### src/hw/rtl/lbfp_pkg.sv
// Package for the LSB-first bit-field packer: command codes, field widths
// and parameter defaults. No dependencies.
`default_nettype none
package lbfp_pkg;

    localparam int STORE_BYTES_DEF    = 4096;
    localparam int MAX_FIELD_BITS_DEF = 64;

    localparam int CMD_W   = 2;
    localparam int VALUE_W = 64;
    localparam int WIDTH_W = 7;
    localparam int POS_W   = 16;

    // Store word and funnel shifter geometry.
    localparam int WORD_W  = 64;
    localparam int OFF_W   = 6;
    localparam int SHAMT_W = 7;

    typedef enum logic [CMD_W-1:0] {
        CMD_WRITE = 2'd0,
        CMD_READ  = 2'd1,
        CMD_ALIGN = 2'd2,
        CMD_SET   = 2'd3
    } t_cmd;

endpackage
`default_nettype wire

### src/hw/rtl/lbfp_funnel.sv
// Shared funnel shifter: takes a double word and returns the word that
// starts at the given bit. Depends on lbfp_pkg.
`default_nettype none
module lbfp_funnel (
    input  wire logic [2*lbfp_pkg::WORD_W-1:0] i_din,
    input  wire logic [lbfp_pkg::SHAMT_W-1:0]  i_shamt,
    output logic      [lbfp_pkg::WORD_W-1:0]   o_dout
);
    import lbfp_pkg::*;

    logic [2*WORD_W-1:0] shifted;

    assign shifted = i_din >> i_shamt;
    assign o_dout  = shifted[WORD_W-1:0];

endmodule
`default_nettype wire

### config.mk
export PLATFORM = sky130hd
export DESIGN_NAME = lbfp_funnel
export DESIGN_NICKNAME = d
export VERILOG_FILES = /design/src/hw/rtl/lbfp_pkg.sv /design/src/hw/rtl/lbfp_funnel.sv
export SDC_FILE = /design/constraint.sdc
export NUM_CORES = 1
export LEC_CHECK = 0
export BUFFER_PORTS_ARGS = -buffer_cell sky130_fd_sc_hd__buf_2
export CAP_MARGIN = 20
export CELL_PAD_IN_SITES_DETAIL_PLACEMENT = 1
export CELL_PAD_IN_SITES_GLOBAL_PLACEMENT = 2
export CORE_MARGIN = 3
export CORE_UTILIZATION = 35
export DETAILED_ROUTE_END_ITERATION = 6
export PLACE_DENSITY_LB_ADDON = 0.1
export SLEW_MARGIN = 20
export SYNTH_ARGS = -nofsm -noshare
export SYNTH_HDL_FRONTEND = slang
export SYNTH_SLANG_ARGS = --single-unit
export TNS_END_PERCENT = 50
### constraint.sdc
create_clock -name vclk -period 2.6
set_input_delay 0 -clock vclk [all_inputs]
set_output_delay 0 -clock vclk [all_outputs]
set_load 0.03 [all_outputs]
# Word-level counts from Yosys, hierarchy flattened
# Index checks and enable logic that the tools add are counted.
# totals
inputBits	135
word_cells	1
reg_bits	0
out_inout_bits	64
# op_classes
n_shift	1
# ops
cell	n
$shr A128 B7 Y64	1

# Logic depth before layout (Yosys ltp)
# logic_depth
ltp_word	1
mapped_depth	10
mapped_depth_nobuf	6

# Least setup slack after synthesis
# Ideal clock, no wire load.
# synth_timing
path_kind	input-to-output
from	in i_shamt[2] in the netlist's numbering
to	out o_dout[2] in the netlist's numbering
n_path_buf	4
arrival_time_ns	2.547
path_slack_ns	0.053
required_ns	2.600
stages	10
cell_sequence	buf_2 > buf_2 > clkbuf_1 > buf_1 > mux4_2 > mux2i_1 > a2bb2oi_1 > a21oi_1 > a2111oi_0 > o21ai_0
# synth_between
elab_chain_cells	1
# synth_rtl
item	line	text
start: declaration	lbfp_funnel.sv:6	input wire logic [lbfp_pkg::SHAMT_W-1:0] i_shamt,
$shr A128 B7 Y64	lbfp_funnel.sv:13	assign shifted = i_din >> i_shamt;
end: declaration	lbfp_funnel.sv:7	output logic [lbfp_pkg::WORD_W-1:0] o_dout
# Every way passes these cells.

# Worst setup path in the final report
# layout_timing
from	in i_shamt[0] in the netlist's numbering
to	out o_dout[22] in the netlist's numbering
# The elaborated chain is that of the path after synthesis.

==> summary.txt <==
Run status
  – Status: finished clean

Pwr
  – Pleak: about 4.5 nW
  – Tot Pwr: 3.44 mW
  – Sw Share: approximately three fifths
  – Pwr dens: 313 mW/mm^2
  – Comb pwr share: 100.0%
  – Reg power frac: 0%
  – Int Pwr: 1.37 mW
  – Clock power frac: 0%
  – Switching Power: between 2 and 2.5 mW
  – Maximum vdd drop: between 0.00015 and 0.0002 V

Yosys
  – Gate Count Post-Synth: around 1,000
  – Syn nets: 1,107
  – Seq/Total Area, Yosys: 0%
  – Warnings from Yosys: 0
  – Avg Cell Area, Syn: around 9 sq um
  – Post-Syn Area: ~0.0087 sq mm
  – Unique cell type count in the Yosys netlist: 51

Routing
  – Highest Signal Layer: met5
  – DR WL met2: 22,000 microns
  – WL final: 50,300 microns
  – Metal3 WL: between 5000 and 6000 microns
  – WL/cell: around 33 microns
  – Via density: slightly below 7
  – Vias: about 10,000
  – DRC viols: 0
  – Pre-antenna DRT Iters: 6
  – Initial DRC Count: approximately 1,100
  – Post-route ant nets: 0
  – Post-Route M1 WL: between 20,000 and 25,000 microns

STA
  – Setup violators final: 0
  – Tightest Pin Transition: about 0.76 ns
  – RSZ-0062 raised after global routing: yes
  – Hold WS: roughly 0.54 ns
  – Post-route setup TNS: 0 ns
  – Slew headroom: between 40% and 50%
  – Max Freq: about 0.39 GHz
  – Hold Fails Final Rpt: 0
  – Max-slew violations: 0
  – Setup ws final: about 0.038 ns
  – Tcrit/Tclk final: 98.6%
  – Post-layout min period: about 2.6 ns

Setup path
  – CP Capture Type: output port
  – Critical-path cell list: clkbuf_8 > buf_12 > mux4_2 > mux2_2 > mux4_2 > a31oi_1 > o221ai_1 > buf_2
  – Crit-path max FO: 28
  – Critical path's largest stage delay: roughly 0.60 ns
  – WS Path Type: in2out
  – CP Launch Type: input pin
  – Worst path slowest cell: mux4_2
  – Critical Path AT: 2.56 ns
  – Most frequent CP cell: mux4_2
  – WP data required: 2.60 ns

Finish
  – Fillers: 2,910
  – Clock buffers: 0
  – Layout cells sized above 1: between 40% and 50%
  – Seq cells: 0
  – Area growth syn-to-layout: 25.8%
  – Multi-input logic area: about 0.0083 sq mm
  – Final instance area: 0.0110 sq mm
  – FF+latch area: 0 sq um
  – Final net count: between 1,000 and 1,500
  – Antenna Cells: 0

Flow run
  – Max Cap Viol: 0

Floorplanning
  – Die area: 0.0269 sq mm
  – Die Wd: ~160 microns
  – Row count: 57
  – IO Pins: just under 200
  – Initial core utilization: 35.8%
  – Core Region: approximately 0.024 sq mm
  – Die Span Y: around 160 microns

Global routing
  – Gr usage total: between 30% and 40%
  – Initial antenna violation count: 1
  – Vias in the first global route: between 10,000 and 15,000
  – Overflow after GRT: 0
  – First-pass GRT wire length: between 70,000 and 80,000 microns
  – Largest net degree at the start of global routing: 66

Placement
  – Post-Place Worst Slack: -0.0500 ns
  – GPL Wtd Cong: about 1.0
  – Detailed placement HPWL: 41,600 microns
  – Dpl cell area: approximately 0.011 sq mm
  – I/O Buffers: a little under 200

CTS
  – CTS Hold Bufs: 0

Hold path
  – Worst Hold Class: in2out
[placed cells by master, fill, tap and decap left out, types with 3 or more instances in the layout]
cell	netlist	routed
o22ai_1	55	55
nand3_1	14	14
a2111oi_0	4	3
o21ai_0	45	45
o32ai_1	6	6
a221oi_1	4	4
and2_1	3	3
buf_2	19	195
o2bb2ai_1	3	3
mux2i_1	106	104
inv_1	6	6
nand2b_1	5	5
o211ai_1	11	11
nand2_1	72	72
buf_4	5	128
nor2_1	88	88
a31oi_1	5	5
nor3_1	11	11
buf_6	3	3
a21oi_1	43	43
a2bb2oi_1	5	5
nor2b_1	5	5
buf_12	0	14
mux4_2	134	134
a211o_1	11	11
a21o_1	3	3
a22oi_1	19	19
or2_2	5	5
or3_1	9	9
o221ai_1	27	27
mux2_2	105	103
a22o_1	4	4
a211oi_1	9	9
o22a_1	14	14
a221o_1	11	11
[through the flow]
step           utilization [%]  std cells
6_report                  45.0       1528
4_1_cts                   44.6       1521
3_3_place_gp              44.6       1521
3_5_place_dp              44.6       1521
5_1_grt                   45.0       1528
2_1_floorplan                -        972
[worst max-delay path: cells and delay by family]
kind,cells,cell delay [ns]
AO/OA/AOI/OAI,2,0.45
multiplexers,3,1.45
buffers and inverters,3,0.66
[routing by layer]
layer  global-route usage (%)  vias to the layer above
li1                         -                     4502
met1                     50.8                     5261
met2                     56.0                      628
met3                     7.67                      101
met4                     12.3                        2
met5                        0                        -
[timing repair]
action	in CTS	in global routing
setup buffers	0	7
gates resized for setup	2	9
setup endpoints to repair	2	9
[Yosys cell counts (all sizes together) (6+ instances only)]
| cell | n | area, sq um |
|---|---|---|
| o22ai | 55 | 344 |
| mux2i | 106 | 1060 |
| a211o | 11 | 96.3 |
| a21oi | 43 | 215 |
| a221o | 11 | 110 |
| mux2 | 105 | 1180 |
| clkbuf | 63 | 236 |
| o211ai | 11 | 82.6 |
| inv | 8 | 30.0 |
| o21ai | 45 | 225 |
| nor2 | 88 | 330 |
| nand3 | 14 | 70.1 |
| a211oi | 9 | 67.6 |
| o221ai | 27 | 236 |
| a22oi | 19 | 143 |
| buf | 47 | 241 |
| mux4 | 134 | 3020 |
| nor3 | 11 | 55.1 |
| nand2 | 72 | 270 |
| o32ai | 6 | 52.6 |
| o22a | 14 | 123 |
| or3 | 9 | 56.3 |
[final timing paths]
check             startpoint         end  slack [ns]  cells past startpoint
setup / recovery  i_shamt[0]  o_dout[22]        0.04                      8
hold / removal    i_shamt[4]  o_dout[51]        0.54                      3
[final cells by class]
cell class	count	share of cell area, %
Timing Repair Buffer	342	20.9
Tap cell	324	3.69
Multi-Input combinational cell	853	75.1
Inverter	9	0.308
[power groups by stage]
stage / registers (mW) / clock network [mW] / logic (mW)
floorplan: 0 / 0 / 1.99
global placement: 0 / 0 / 3.31
detailed placement: 0 / 0 / 3.33
CTS: 0 / 0 / 3.34
global route: 0 / 0 / 3.59
finish: 0 / 0 / 3.44
[cells by family (layout without fill, tap and decap cells)]
family	count (synthesis)	after routing	synth area share, %
AND/OR/NAND/NOR	217	217	10.6
AO/OA/AOI/OAI	291	291	23.3
multiplexers	345	345	60.3
buffers and inverters	119	351	5.86
Note: power is estimated with default switching activity, not from simulation.
